--- src/sv/config_line_tokenizer_defines.svh ---
// Assertion macros of the tokenizer RTL.
`ifndef CONFIG_LINE_TOKENIZER_DEFINES_SVH
`define CONFIG_LINE_TOKENIZER_DEFINES_SVH

// Same-cycle implication, sampled on the rising edge, off while reset is high.
`define CLT_ASSERT_IMPL(name, ck, rs, ante, cons) \
  name: assert property (@(posedge ck) disable iff (rs) (ante) |-> (cons)) \
    else $error("%m: tokenizer check failed");

// Next-cycle implication, sampled on the rising edge, off while reset is high.
`define CLT_ASSERT_NEXT(name, ck, rs, ante, cons) \
  name: assert property (@(posedge ck) disable iff (rs) (ante) |=> (cons)) \
    else $error("%m: tokenizer check failed");

`endif

--- src/sv/clt_pkg.sv ---
// Shared types, character codes and helpers of the line tokenizer.
`default_nettype none

package clt_pkg;

  localparam logic [7:0] CH_TAB    = 8'h09;
  localparam logic [7:0] CH_LF     = 8'h0A;
  localparam logic [7:0] CH_CR     = 8'h0D;
  localparam logic [7:0] CH_SPACE  = 8'h20;
  localparam logic [7:0] CH_DQUOTE = 8'h22;
  localparam logic [7:0] CH_HASH   = 8'h23;
  localparam logic [7:0] CH_SQUOTE = 8'h27;
  localparam logic [7:0] CH_ZERO   = 8'h30;
  localparam logic [7:0] CH_COLON  = 8'h3A;
  localparam logic [7:0] CH_T      = 8'h74;

  localparam logic [15:0] LINE_MAX = 16'hFFFF;

  localparam int OPQ_DEPTH  = 4;
  localparam int RESQ_DEPTH = 2;

  typedef enum logic [1:0] {
    OP_CHAR,
    OP_NEWLINE,
    OP_EOF
  } op_kind_t;

  typedef enum logic [1:0] {
    KIND_CHAR   = 2'd0,
    KIND_END    = 2'd1,
    KIND_RECORD = 2'd2,
    KIND_EOF    = 2'd3
  } kind_t;

  typedef struct packed {
    op_kind_t    kind;
    logic [7:0]  chr;
    logic [15:0] line;
    logic        last;
  } op_t;

  typedef struct packed {
    kind_t       kind;
    logic [7:0]  token_byte;
    logic        starts_token;
    logic        unterminated;
    logic [15:0] line_number;
    logic        last_of_run;
  } res_t;

  function automatic logic is_white(input logic [7:0] c);
    return c inside {CH_SPACE, [CH_TAB:CH_CR]};
  endfunction

endpackage

`default_nettype wire

--- src/sv/clt_fifo.sv ---
// Small first-in first-out queue of packed beats.
`default_nettype none

module clt_fifo #(
  parameter int WIDTH = 8,
  parameter int DEPTH = 4
) (
  input  logic             clk,
  input  logic             rst,
  input  logic             push,
  input  logic [WIDTH-1:0] wdata,
  output logic             full,
  input  logic             pop,
  output logic [WIDTH-1:0] rdata,
  output logic             empty
);

  localparam int PTR_W = (DEPTH > 1) ? $clog2(DEPTH) : 1;
  localparam int CNT_W = $clog2(DEPTH + 1);
  localparam logic [PTR_W-1:0] PTR_LAST = PTR_W'(DEPTH - 1);
  localparam logic [CNT_W-1:0] CNT_FULL = CNT_W'(DEPTH);

  logic [WIDTH-1:0] mem [DEPTH];
  logic [PTR_W-1:0] wr_ptr;
  logic [PTR_W-1:0] rd_ptr;
  logic [CNT_W-1:0] count;
  logic             do_push;
  logic             do_pop;

  assign full    = (count == CNT_FULL);
  assign empty   = (count == '0);
  assign do_push = push && !full;
  assign do_pop  = pop && !empty;
  assign rdata   = mem[rd_ptr];

  always_ff @(posedge clk) begin
    if (do_push) begin
      mem[wr_ptr] <= wdata;
    end
  end

  always_ff @(posedge clk) begin
    if (rst) begin
      wr_ptr <= '0;
      rd_ptr <= '0;
      count  <= '0;
    end else begin
      if (do_push) begin
        wr_ptr <= (wr_ptr == PTR_LAST) ? '0 : wr_ptr + PTR_W'(1);
      end
      if (do_pop) begin
        rd_ptr <= (rd_ptr == PTR_LAST) ? '0 : rd_ptr + PTR_W'(1);
      end
      case ({do_push, do_pop})
        2'b10:   count <= count + CNT_W'(1);
        2'b01:   count <= count - CNT_W'(1);
        default: count <= count;
      endcase
    end
  end

endmodule

`default_nettype wire

--- src/sv/clt_front.sv ---
// Front end: takes input beats, counts lines, holds whitespace and issues lexer ops.
`default_nettype none

module clt_front #(
  parameter int SPACE_HOLD_DEPTH = 16
) (
  input  logic          clk,
  input  logic          rst,
  input  logic          push,
  output logic          full,
  input  logic          func,
  input  logic [7:0]    text_byte,
  output logic          op_push,
  output clt_pkg::op_t  op_out,
  input  logic          op_full
);

  import clt_pkg::*;

  localparam int CNT_W = $clog2(SPACE_HOLD_DEPTH + 1);
  localparam int IDX_W = (SPACE_HOLD_DEPTH > 1) ? $clog2(SPACE_HOLD_DEPTH) : 1;
  localparam logic [CNT_W-1:0] CNT_FULL = CNT_W'(SPACE_HOLD_DEPTH);

  typedef enum logic [1:0] {
    F_IDLE,
    F_REPLAY,
    F_FINAL
  } fstate_t;

  fstate_t          state;
  logic [7:0]       space_store [SPACE_HOLD_DEPTH];
  logic [CNT_W-1:0] space_count;
  logic [IDX_W-1:0] rep_idx;
  logic [7:0]       pend_byte;
  logic             pend_white;
  logic [15:0]      line_count;
  logic             line_fresh;

  logic             accept;
  logic             in_white;
  logic             in_lf;
  logic             rep_last;
  logic [15:0]      line_upd;
  logic [7:0]       rep_byte;

  assign full     = (state != F_IDLE) || op_full;
  assign accept   = push && !full;
  assign in_lf    = (text_byte == CH_LF);
  assign in_white = is_white(text_byte);
  // a text beat first after reset or a line end opens the next line, up to LINE_MAX
  assign line_upd = (line_fresh && !func && line_count != LINE_MAX) ?
                    line_count + 16'd1 : line_count;
  assign rep_byte = space_store[rep_idx];
  assign rep_last = ((CNT_W'(rep_idx) + CNT_W'(1)) == space_count);

  always_comb begin
    op_push = 1'b0;
    op_out  = '{kind: OP_CHAR, chr: text_byte, line: line_upd, last: 1'b1};
    case (state)
      F_IDLE: begin
        if (accept) begin
          if (func) begin
            op_push     = 1'b1;
            op_out.kind = OP_EOF;
          end else if (in_lf) begin
            op_push     = 1'b1;
            op_out.kind = OP_NEWLINE;
          end else if (!in_white && space_count == '0) begin
            op_push = 1'b1;
          end
        end
      end
      F_REPLAY: begin
        op_push     = !op_full;
        op_out.chr  = rep_byte;
        op_out.line = line_count;
        op_out.last = pend_white && rep_last;
      end
      F_FINAL: begin
        op_push     = !op_full;
        op_out.chr  = pend_byte;
        op_out.line = line_count;
      end
      default: begin
        op_push = 1'b0;
      end
    endcase
  end

  always_ff @(posedge clk) begin
    if (rst) begin
      state       <= F_IDLE;
      space_count <= '0;
      line_count  <= '0;
      line_fresh  <= 1'b1;
    end else begin
      case (state)
        F_IDLE: begin
          if (accept) begin
            line_count <= line_upd;
            if (func || in_lf) begin
              space_count <= '0;
              line_fresh  <= 1'b1;
            end else begin
              line_fresh <= 1'b0;
              if (in_white && space_count != CNT_FULL) begin
                space_store[space_count[IDX_W-1:0]] <= text_byte;
                space_count <= space_count + CNT_W'(1);
              end else if (space_count != '0) begin
                // replay held whitespace before this beat
                state      <= F_REPLAY;
                rep_idx    <= '0;
                pend_byte  <= text_byte;
                pend_white <= in_white;
              end
            end
          end
        end
        F_REPLAY: begin
          if (!op_full) begin
            if (rep_last) begin
              if (pend_white) begin
                space_store[0] <= pend_byte;
                space_count    <= CNT_W'(1);
                state          <= F_IDLE;
              end else begin
                state <= F_FINAL;
              end
            end else begin
              rep_idx <= rep_idx + IDX_W'(1);
            end
          end
        end
        F_FINAL: begin
          if (!op_full) begin
            space_count <= '0;
            state       <= F_IDLE;
          end
        end
        default: begin
          state <= F_IDLE;
        end
      endcase
    end
  end

endmodule

`default_nettype wire

--- src/sv/clt_back.sv ---
// Back end: runs the lexer on queued ops and emits result beats through a hold stage.
`default_nettype none

module clt_back (
  input  logic          clk,
  input  logic          rst,
  input  logic          op_valid,
  input  clt_pkg::op_t  op,
  output logic          op_pop,
  output logic          res_push,
  output clt_pkg::res_t res,
  input  logic          res_full
);

  import clt_pkg::*;

  typedef enum logic [2:0] {
    M_BETWEEN,
    M_ORDINARY,
    M_ZERO,
    M_ZERO_T,
    M_QUOTED,
    M_COMMENT
  } mode_t;

  mode_t       mode;
  mode_t       mode_next;
  logic        at_line_start;
  logic        at_line_start_next;
  logic [7:0]  quote_delim;
  logic [7:0]  quote_delim_next;
  logic [1:0]  len_sat;
  logic [1:0]  len_sat_next;
  logic        colon_held;
  logic        colon_held_next;

  logic [1:0]  sub;
  logic        h_valid;
  logic        h_fin;
  res_t        h_res;

  logic [7:0]  c;
  logic [15:0] ln;
  logic        c_blank;
  logic        c_quote;
  logic        ord_path;
  logic        pre_char;
  logic        do_finish;
  logic        fin_unterm;
  logic        colon_flush;
  logic        ord_char;
  logic        do_start;
  logic        start_col0;
  logic        start_emit;
  logic        do_eof;

  res_t        slots [4];
  logic [2:0]  n_res;
  logic        has_res;
  logic        op_done;
  logic        back_go;
  logic        close;
  logic        new_res;
  logic        res_last;

  function automatic res_t mk(input kind_t k, input logic [7:0] b, input logic s,
                              input logic u, input logic [15:0] line);
    res_t r;
    r.kind         = k;
    r.token_byte   = (k == KIND_CHAR) ? b : 8'd0;
    r.starts_token = s;
    r.unterminated = u;
    r.line_number  = line;
    r.last_of_run  = 1'b0;
    return r;
  endfunction

  assign c       = op.chr;
  assign ln      = op.line;
  assign c_blank = (c == CH_SPACE) || (c == CH_TAB);
  assign c_quote = (c == CH_DQUOTE) || (c == CH_SQUOTE);

  // decode one op against the lexer state
  always_comb begin
    ord_path           = 1'b0;
    pre_char           = 1'b0;
    do_finish          = 1'b0;
    fin_unterm         = 1'b0;
    colon_flush        = 1'b0;
    ord_char           = 1'b0;
    do_start           = 1'b0;
    start_col0         = 1'b0;
    do_eof             = 1'b0;
    mode_next          = mode;
    at_line_start_next = at_line_start;
    quote_delim_next   = quote_delim;
    len_sat_next       = len_sat;
    colon_held_next    = colon_held;

    case (op.kind)
      OP_CHAR: begin
        at_line_start_next = 1'b0;
        case (mode)
          M_ORDINARY: begin
            ord_path = 1'b1;
          end
          M_ZERO: begin
            if (c == CH_T) begin
              pre_char     = 1'b1;
              mode_next    = M_ZERO_T;
              len_sat_next = 2'd2;
            end else begin
              ord_path = 1'b1;
            end
          end
          M_ZERO_T: begin
            pre_char = 1'b1;
          end
          M_QUOTED: begin
            pre_char     = 1'b1;
            len_sat_next = 2'd2;
            do_finish    = (c == quote_delim);
          end
          M_COMMENT: begin
            pre_char = 1'b0;
          end
          default: begin
            do_start   = 1'b1;
            start_col0 = at_line_start;
          end
        endcase

        if (ord_path) begin
          mode_next = M_ORDINARY;
          if (is_white(c)) begin
            do_finish = 1'b1;
            do_start  = 1'b1;
          end else begin
            colon_flush     = colon_held;
            colon_held_next = (c == CH_COLON) && (len_sat != 2'd0);
            ord_char        = !((c == CH_COLON) && (len_sat != 2'd0));
            len_sat_next    = 2'd2;
          end
        end
      end
      OP_NEWLINE, OP_EOF: begin
        do_finish          = mode inside {M_ORDINARY, M_ZERO, M_ZERO_T, M_QUOTED};
        fin_unterm         = (mode == M_QUOTED);
        do_eof             = (op.kind == OP_EOF);
        at_line_start_next = 1'b1;
      end
      default: begin
        do_eof = 1'b0;
      end
    endcase

    if (do_finish || op.kind != OP_CHAR) begin
      mode_next        = M_BETWEEN;
      colon_held_next  = 1'b0;
      len_sat_next     = 2'd0;
      quote_delim_next = 8'd0;
    end

    if (do_start) begin
      if (c_blank) begin
        mode_next = M_BETWEEN;
      end else if (c == CH_HASH) begin
        mode_next = M_COMMENT;
      end else begin
        len_sat_next = 2'd1;
        if (c_quote) begin
          mode_next        = M_QUOTED;
          quote_delim_next = c;
        end else if (c == CH_ZERO) begin
          mode_next = M_ZERO;
        end else begin
          mode_next = M_ORDINARY;
        end
      end
    end
  end

  assign start_emit = do_start && !c_blank && (c != CH_HASH);

  // list the result beats of the op in order
  always_comb begin
    n_res = 3'd0;
    for (int i = 0; i < 4; i++) begin
      slots[i] = '0;
    end
    if (pre_char) begin
      slots[n_res[1:0]] = mk(KIND_CHAR, c, 1'b0, 1'b0, ln);
      n_res = n_res + 3'd1;
    end
    if (do_finish) begin
      if (colon_held) begin
        // split a trailing colon off as a token of its own
        slots[n_res[1:0]] = mk(KIND_END, 8'd0, 1'b0, 1'b0, ln);
        n_res = n_res + 3'd1;
        slots[n_res[1:0]] = mk(KIND_CHAR, CH_COLON, 1'b1, 1'b0, ln);
        n_res = n_res + 3'd1;
        slots[n_res[1:0]] = mk(KIND_END, 8'd0, 1'b0, 1'b0, ln);
        n_res = n_res + 3'd1;
      end else begin
        slots[n_res[1:0]] = mk(KIND_END, 8'd0, 1'b0, fin_unterm, ln);
        n_res = n_res + 3'd1;
      end
    end
    if (colon_flush) begin
      slots[n_res[1:0]] = mk(KIND_CHAR, CH_COLON, 1'b0, 1'b0, ln);
      n_res = n_res + 3'd1;
    end
    if (ord_char) begin
      slots[n_res[1:0]] = mk(KIND_CHAR, c, 1'b0, 1'b0, ln);
      n_res = n_res + 3'd1;
    end
    if (start_emit && start_col0) begin
      slots[n_res[1:0]] = mk(KIND_RECORD, 8'd0, 1'b0, 1'b0, ln);
      n_res = n_res + 3'd1;
    end
    if (start_emit) begin
      slots[n_res[1:0]] = mk(KIND_CHAR, c, 1'b1, 1'b0, ln);
      n_res = n_res + 3'd1;
    end
    if (do_eof) begin
      slots[n_res[1:0]] = mk(KIND_EOF, 8'd0, 1'b0, 1'b0, ln);
      n_res = n_res + 3'd1;
    end
  end

  assign has_res  = (n_res != 3'd0);
  assign op_done  = !has_res || ((3'(sub) + 3'd1) == n_res);
  assign back_go  = op_valid && (!h_valid || !res_full);
  assign close    = back_go && op_done && op.last;
  assign new_res  = back_go && has_res;
  assign op_pop   = back_go && op_done;
  // the held beat goes out once a newer beat replaces it or its run is closed
  assign res_push = h_valid && !res_full && (h_fin || new_res || close);
  assign res_last = h_fin || (close && !new_res);

  always_comb begin
    res             = h_res;
    res.last_of_run = res_last;
  end

  always_ff @(posedge clk) begin
    if (rst) begin
      mode          <= M_BETWEEN;
      at_line_start <= 1'b1;
      quote_delim   <= 8'd0;
      len_sat       <= 2'd0;
      colon_held    <= 1'b0;
      sub           <= 2'd0;
      h_valid       <= 1'b0;
      h_fin         <= 1'b0;
    end else begin
      if (back_go) begin
        sub <= op_done ? 2'd0 : sub + 2'd1;
      end
      if (back_go && op_done) begin
        mode          <= mode_next;
        at_line_start <= at_line_start_next;
        quote_delim   <= quote_delim_next;
        len_sat       <= len_sat_next;
        colon_held    <= colon_held_next;
      end
      if (new_res) begin
        h_valid <= 1'b1;
        h_fin   <= close;
        h_res   <= slots[sub];
      end else if (res_push) begin
        h_valid <= 1'b0;
        h_fin   <= 1'b0;
      end
    end
  end

endmodule

`default_nettype wire

--- src/sv/config_line_tokenizer.sv ---
// Top level of the streaming tokenizer for line-oriented control text.
// Input side is a queue: a beat (func, text_byte) is taken when push is high
// and full is low. func = 1 marks end of input and closes the current line.
// Result side is a queue too: while empty is low the oldest result beat
// (kind, token_byte, starts_token, unterminated, line_number, last_of_run)
// stands on the ports and pop takes it.
// The front end holds up to SPACE_HOLD_DEPTH whitespace bytes of a line. A
// byte that ends a whitespace run is taken, the held bytes are replayed and
// then the byte is issued (whitespace that meets a full store starts a new
// held run instead); any other byte is issued as it is taken. The back end
// moves one result beat a cycle while an op is queued, unless a beat waits
// in the hold stage while the result queue is full; an op with no result is
// popped without a beat. An op queue of four entries sits between the ends.
// A byte's results pass the op queue, the hold stage and the result queue in
// turn; a run's last beat stays held until the run is known done.
// Reset puts the lexer between tokens at the start of a line with a line
// count of zero and empties both queues. When the receiver stops popping,
// the result queue, hold stage and op queue fill in turn and full rises.
`default_nettype none
`include "config_line_tokenizer_defines.svh"

module config_line_tokenizer #(
  parameter int SPACE_HOLD_DEPTH = 16
) (
  input  logic        clk,
  input  logic        rst,
  input  logic        push,
  output logic        full,
  input  logic        func,
  input  logic [7:0]  text_byte,
  output logic        empty,
  input  logic        pop,
  output logic [1:0]  kind,
  output logic [7:0]  token_byte,
  output logic        starts_token,
  output logic        unterminated,
  output logic [15:0] line_number,
  output logic        last_of_run
);

  import clt_pkg::*;

  localparam int OP_W  = $bits(op_t);
  localparam int RES_W = $bits(res_t);

  op_t              op_in;
  op_t              op_head;
  logic [OP_W-1:0]  op_head_bits;
  logic             op_push;
  logic             op_full;
  logic             op_empty;
  logic             op_pop;

  res_t             res_in;
  res_t             res_head;
  logic [RES_W-1:0] res_head_bits;
  logic             res_push;
  logic             res_full;

  clt_front #(
    .SPACE_HOLD_DEPTH(SPACE_HOLD_DEPTH)
  ) u_front (
    .clk      (clk),
    .rst      (rst),
    .push     (push),
    .full     (full),
    .func     (func),
    .text_byte(text_byte),
    .op_push  (op_push),
    .op_out   (op_in),
    .op_full  (op_full)
  );

  clt_fifo #(
    .WIDTH(OP_W),
    .DEPTH(OPQ_DEPTH)
  ) u_op_q (
    .clk  (clk),
    .rst  (rst),
    .push (op_push),
    .wdata(op_in),
    .full (op_full),
    .pop  (op_pop),
    .rdata(op_head_bits),
    .empty(op_empty)
  );

  assign op_head = op_t'(op_head_bits);

  clt_back u_back (
    .clk     (clk),
    .rst     (rst),
    .op_valid(!op_empty),
    .op      (op_head),
    .op_pop  (op_pop),
    .res_push(res_push),
    .res     (res_in),
    .res_full(res_full)
  );

  clt_fifo #(
    .WIDTH(RES_W),
    .DEPTH(RESQ_DEPTH)
  ) u_res_q (
    .clk  (clk),
    .rst  (rst),
    .push (res_push),
    .wdata(res_in),
    .full (res_full),
    .pop  (pop),
    .rdata(res_head_bits),
    .empty(empty)
  );

  assign res_head     = res_t'(res_head_bits);
  assign kind         = res_head.kind;
  assign token_byte   = res_head.token_byte;
  assign starts_token = res_head.starts_token;
  assign unterminated = res_head.unterminated;
  assign line_number  = res_head.line_number;
  assign last_of_run  = res_head.last_of_run;

  `CLT_ASSERT_IMPL(a_op_q_no_overrun, clk, rst, op_push, !op_full)
  `CLT_ASSERT_IMPL(a_res_q_no_overrun, clk, rst, res_push, !res_full)
  `CLT_ASSERT_IMPL(a_eof_closes_run, clk, rst, !empty && kind == KIND_EOF, last_of_run)
  `CLT_ASSERT_IMPL(a_byte_only_on_char, clk, rst, !empty && kind != KIND_CHAR, token_byte == 8'd0)
  `CLT_ASSERT_NEXT(a_eof_op_queued, clk, rst, push && !full && func, !op_empty)

endmodule

`default_nettype wire
--- config.mk ---
export PLATFORM = sky130hd
export DESIGN_NAME = config_line_tokenizer
export DESIGN_NICKNAME = d
export VERILOG_FILES = /design/src/sv/clt_pkg.sv /design/src/sv/clt_fifo.sv /design/src/sv/clt_front.sv /design/src/sv/clt_back.sv /design/src/sv/config_line_tokenizer.sv
export VERILOG_INCLUDE_DIRS = /design/src /design/src/sv
export SDC_FILE = /design/constraint.sdc
export NUM_CORES = 1
export LEC_CHECK = 0
export BUFFER_PORTS_ARGS = -buffer_cell sky130_fd_sc_hd__buf_2
export CAP_MARGIN = 20
export CORE_ASPECT_RATIO = 1.25
export CORE_UTILIZATION = 34
export DETAILED_ROUTE_END_ITERATION = 8
export PLACE_DENSITY = 0.47
export SYNTH_ARGS = -nofsm -noshare
export SYNTH_HDL_FRONTEND = slang
export SYNTH_SLANG_ARGS = --single-unit
--- constraint.sdc ---
create_clock -name clk -period 22.7 [get_ports clk]
set_clock_uncertainty 0.1 [all_clocks]
set_input_delay 2.27 -clock clk [delete_from_list [all_inputs] [get_ports clk]]
set_output_delay 2.27 -clock clk [all_outputs]
set_load 0.005 [all_outputs]
== After elaboration in Yosys (flattened, before gate mapping) ==
Memory sizes are Yosys's and may differ from the RTL's. A register that Yosys moved wholly into a read port is not among the register bits.
Index checks and enable logic that the tools add are counted.
Cells by class
  order comparisons: 21
  divide/modulo/power cells: 0
  reduce and logical (&&, ||, !) cells: 91
  eq/ne operators: 44
  mux-type cells: 168
  $add $sub $neg: 22
  $mul: 0
  bitwise operators: 12
  shifts and indexed selects: 0
Operators by type and width (count)
  bitwise mux 116 bit: 9
  two-way mux 116 bit: 7
  demux 29 bit (select 2 bit): 8
  two-way mux 29 bit: 10
  binary-select mux 29 bit (select 2 bit): 1
  two-way mux 1 bit: 57
  equality test 8 x 6 -> 1 bit, second input constant: 7
  two-way mux 2 bit: 25
  two-way mux 3 bit: 16
  two-way mux 8 bit: 6
  one-hot mux 24 bit (2 select lines): 1
  two-way mux 5 bit: 7
  two-way mux 4 bit: 8
  logical AND 1 bit: 31
  greater-or-equal comparator 3 bit, second input constant: 9
  two-way mux 27 bit: 1
  adder 3 x 1 -> 3 bit, second input constant: 8
  less-than comparator 3 x 1 -> 1 bit, second input constant: 8
  NOT 2 -> 3 bit: 8
  nonzero test 2 bit: 12
  adder 16 x 1 -> 16 bit, second input constant: 1
  equality test 8 x 4 -> 1 bit, second input constant: 2
  greater-or-equal comparator 8 x 4 -> 1 bit, second input constant: 2
  <= comparator 8 x 4 -> 1 bit, second input constant: 2
  49 further kinds: 112
Word-level totals
  output and inout port bits: 31
  bits of input ports: 13
  memory bits (read-only): 0
  latch bits: 0
  RAM bits: 294
  memories: 3
  bits in registers: 95
Memory list
  u_front.space_store: depth 16, width 8, rd ports 1, clocked after Yosys merged registers in 1, write ports 1, RTL line clt_front.sv:31  | logic [7:0] space_store [SPACE_HOLD_DEPTH];
  u_op_q.mem: depth 4, width 27, rd ports 1, clocked after Yosys merged registers in 1, write ports 1, RTL line clt_fifo.sv:23  | logic [WIDTH-1:0] mem [DEPTH];
  u_res_q.mem: depth 2, width 29, rd ports 1, clocked after Yosys merged registers in 1, write ports 1, RTL line clt_fifo.sv:23

== Depth between registers and ports, before layout ==
  depth after elaboration: 30
  depth in mapped cells: 40
  gate-level depth less buffers: 35

== By module ==
Synthesis repeated with hierarchy kept, for this count alone.
Second synthesis, totals
  cell total of the unflattened synthesis: 1318
  area, all modules: 18282.5 µm²
By module, submodules not included
  clt_front: sequential area each 4794.6 µm², times used 1, area each 7763.7 µm², cells an instance 563
  clt_fifo at u_op_q: sequential area each 3423.3 µm², times used 1, area each 4393.0 µm², cells an instance 195
  clt_back: sequential area each 1221.2 µm², times used 1, area each 3814.9 µm², cells an instance 443
  clt_fifo at u_res_q: sequential area each 1841.8 µm², times used 1, area each 2307.2 µm², cells an instance 116
  config_line_tokenizer: sequential area each 0.0 µm², times used 1, area each 3.8 µm², cells an instance 1

== Least setup slack after synthesis ==
OpenSTA, ideal clock, no wires.
  path kind: reg2reg
  start point: reg (tool-made name)
  end point: mem u_res_q.mem[1][0] in the netlist's numbering (enable)
  data required time: 22142 ps
  setup time: 458 ps
  arrival: 8679 ps
  setup slack: 13463 ps
  stages on the path, launching flop included: 32
  cell sequence: dfxtp_1 -> buf_6 -> buf_1 -> buf_1 -> mux4_2 -> inv_1 -> ha_1 -> buf_2 -> and2_1 -> a22oi_1 -> ha_1 -> nor2_1 -> nor2_1 -> a21oi_1 -> o32a_1 -> nand2_1 -> ha_1 -> and3_1 -> a31o_2 -> ha_1 -> mux2_2 -> ha_1 -> nor2_1 -> nor2_1 -> ha_1 -> nand2_1 -> xor2_1 -> xnor2_2 -> xor2_1 -> nand3b_1 -> a21oi_1 -> nor3b_1
RTL lines (RTL line)
  to (decl): clt_fifo.sv:23

==> out/qor.yml <==
fp.coreArea_sq_mm: 0.0519
worstSetupStartpointType: "register"
insertion_delay_ns: 0.59
die_w_um: 208
finalSetupViolCount: 0
fillers: 4849
fin_tns_setup_ns: 0
rsz0062_at_grt: "no"
topRoutingLayerUsed: "met5"
via_per_inst: 5.18
dp_hpwl_um: 27000
grt_max_degree: 58
timing.critical_path.mode_cell: "ha_1"
initialDrtViolationCount: 593
synth_cells: 1274
clockBufferDepth: 3
h-tree-depth: 2
synth-edff-count: 335
fin_crit_sh: 0.396
crit_type: "reg -> reg"
ff2ff_path_depth: 29
hold_depth: 0
synth_top_cell_by_area: "edfxtp_1"
dr_wl_met2_um: 19800
max_clock_freq_ghz: 0.111
wl_um: 39100
path_max_fanout: 27
hold_path.class: "reg -> reg"
cts_resized: 0
cp_slowest_cell: "dfxtp_2"
setup.worst_path.end_class: "register"
fp.dieH_um: 259
seq_area_frac_synth: 0.627
antenna_found_initial: 8
holdBufCountCts: 0
crit_buf_inv: 2
p_leak_nw: 6.66
drv_slew: 0
fp-row-count: 93
layout_min_cycle_time_ns: 8.98
syn_avg_cell_area_sq_um: 14.1
synthesis.nets: 1328
max_stage_delay_ns: 0.97
drive_gt1_frac: 0.201
fin_nets: 1369
async_reset_ff_frac: 0
first_pass_iters: 5
hold_end: "u_res_q.mem[0][17]"
wl_met3_um: 1790
cap_viol_max_count: 0
clkTransAtPathRegs_ns: 0.07
final_common_cell: "edfxtp_1"
cts_buffers: 42
cp_data_arrival_time_ns: 9.37
portBuffers: 43
final_util: 0.391
status: "completed"
initial_core_util: 0.347
relSlewSlack: 0.333
yosysWarnings: 0
wl_met1_um: 16200
synth_top_area_frac: 0.559
yosysUniqueCellTypes: 87
cts_tree: "done"
grt_use_total: 0.147
grt_pass1_wl_um: 61700
ir_drop_v: 0.0000618
die_area_sq_mm: 0.0538
diodes: 0
synth_area_sq_mm: 0.0180
cts_root_buf: "clkbuf_16"
reg2reg_slack_ns: 13.72
hp-start: "u_back.res[17]"
clkSinkCount: 396
grt.overflow.total: 0
cts_setup_buffers: 0
ys_ff_latch: 396
area_growth_pct: 12.9
synthTopCellsByArea: "edfxtp_1 (56%), mux4_2 (8.4%), dfxtp_1 (6.8%), ha_1 (2.8%), mux2_2 (2.6%)"
critPathTopFamily: "simple AND/OR/NAND/NOR gates"
grt_pass1_vias: 10600
worstPathRequired_ns: 23.09
drt.antenna.violating_nets: 0
gp_congestion: 0.914
num_vias: 10400
powerDensity_mw_per_mm2: 108
wire_per_inst_um: 19.4
final_cell_mix: "edfxtp_1 (335), nor2_1 (91), nand2_1 (78), mux4_2 (67)"
drc: 0
ys.flop_type: "edfxtp_1"
tightestPinTransition_ns: 0.993
finalHoldViolCount: 0
top_level_ports: 44
r2r_end: "u_op_q.count[2]"
final cells by class:
cell class | instances | area [sq um] | area share
Clock inverter | 21 | 238 | 0.0117
Clock buffer | 53 | 1150 | 0.0568
Sequential cell | 396 | 11300 | 0.556
Timing Repair Buffer | 56 | 313 | 0.0154
Inverter | 38 | 143 | 0.00702
Multi-Input combinational cell | 781 | 6340 | 0.312
Tap cell | 665 | 832 | 0.0410
registers in the layout (all words and copies together) (netlist names), 3 cells and up, named ones only:
register             cells
u_back.res              28
u_front.space_store    128
u_front.line_count      16
u_front.rep_idx          4
u_front.space_count      5
u_back.quote_delim       8
u_front.pend_byte        8
u_back.mode              3
u_res_q.mem             58
u_op_q.mem             108
u_op_q.count             3
layer usage:
| metal | vias to the layer above | global-route usage |
|---|---|---|
| met2 | 216 | 0.263 |
| met5 | - | 0 |
| li1 | 4983 | - |
| met1 | 5118 | 0.172 |
| met4 | 16 | 0.0572 |
| met3 | 82 | 0.0307 |
synth_stat cells, drive strengths merged, types with 17 or more instances:
master and n:
o21ai 54, mux4 67, inv 38, ha 40
clkbuf 40, edfxtp 335, mux2 42, nand3 28
nor2 92, a21oi 61, xor2 19, xnor2 19
dfxtp 61, nand2b 18, nor2b 34, nor3 17
buf 19, nand2 78, and2 17
metrics by stage:
stage / cells / setup WS [ns] / total power [mW] / cell area, sq um / hold WS, ns
floorplan: 1274 / 13.46 / 1.37 / 18000 / 0.321
global placement: 1936 / 13.88 / 1.53 / 18900 / 0.324
detailed placement: 1936 / 13.70 / 1.54 / 18900 / 0.330
CTS: 2010 / 13.66 / 2.23 / 20300 / 0.325
global route: 2010 / 13.01 / 2.32 / 20300 / 0.339
finish: 2010 / 13.72 / 2.20 / 20300 / 0.329
cells by family after synthesis:
family	Yosys count	share of synthesized area
flops	396	0.627
fa+ha+maj	41	0.0289
buf+inv	97	0.0216
simple gates	355	0.101
mux	116	0.115
xor+xnor	39	0.0202
compound gates	230	0.0860
worst max path at each step:
stage             start                 to  cells past startpoint
2_1_floorplan  register  u_res_q.mem[1][0]                     31
4_1_cts        register    u_op_q.count[2]                     29
3_3_place_gp   register    u_op_q.count[2]                     29
6_report       register    u_op_q.count[2]                     29
5_1_grt        register    u_op_q.count[2]                     33
3_5_place_dp   register    u_op_q.count[2]                     29
power breakdown:
part	total, mW	leakage, nW	switching, mW	internal [mW]
Clock	0.689	0.688	0.292	0.398
Sequential	0.922	3.54	0.0373	0.885
Combinational	0.591	2.43	0.367	0.224
Power figures use the tool's default switching activity.
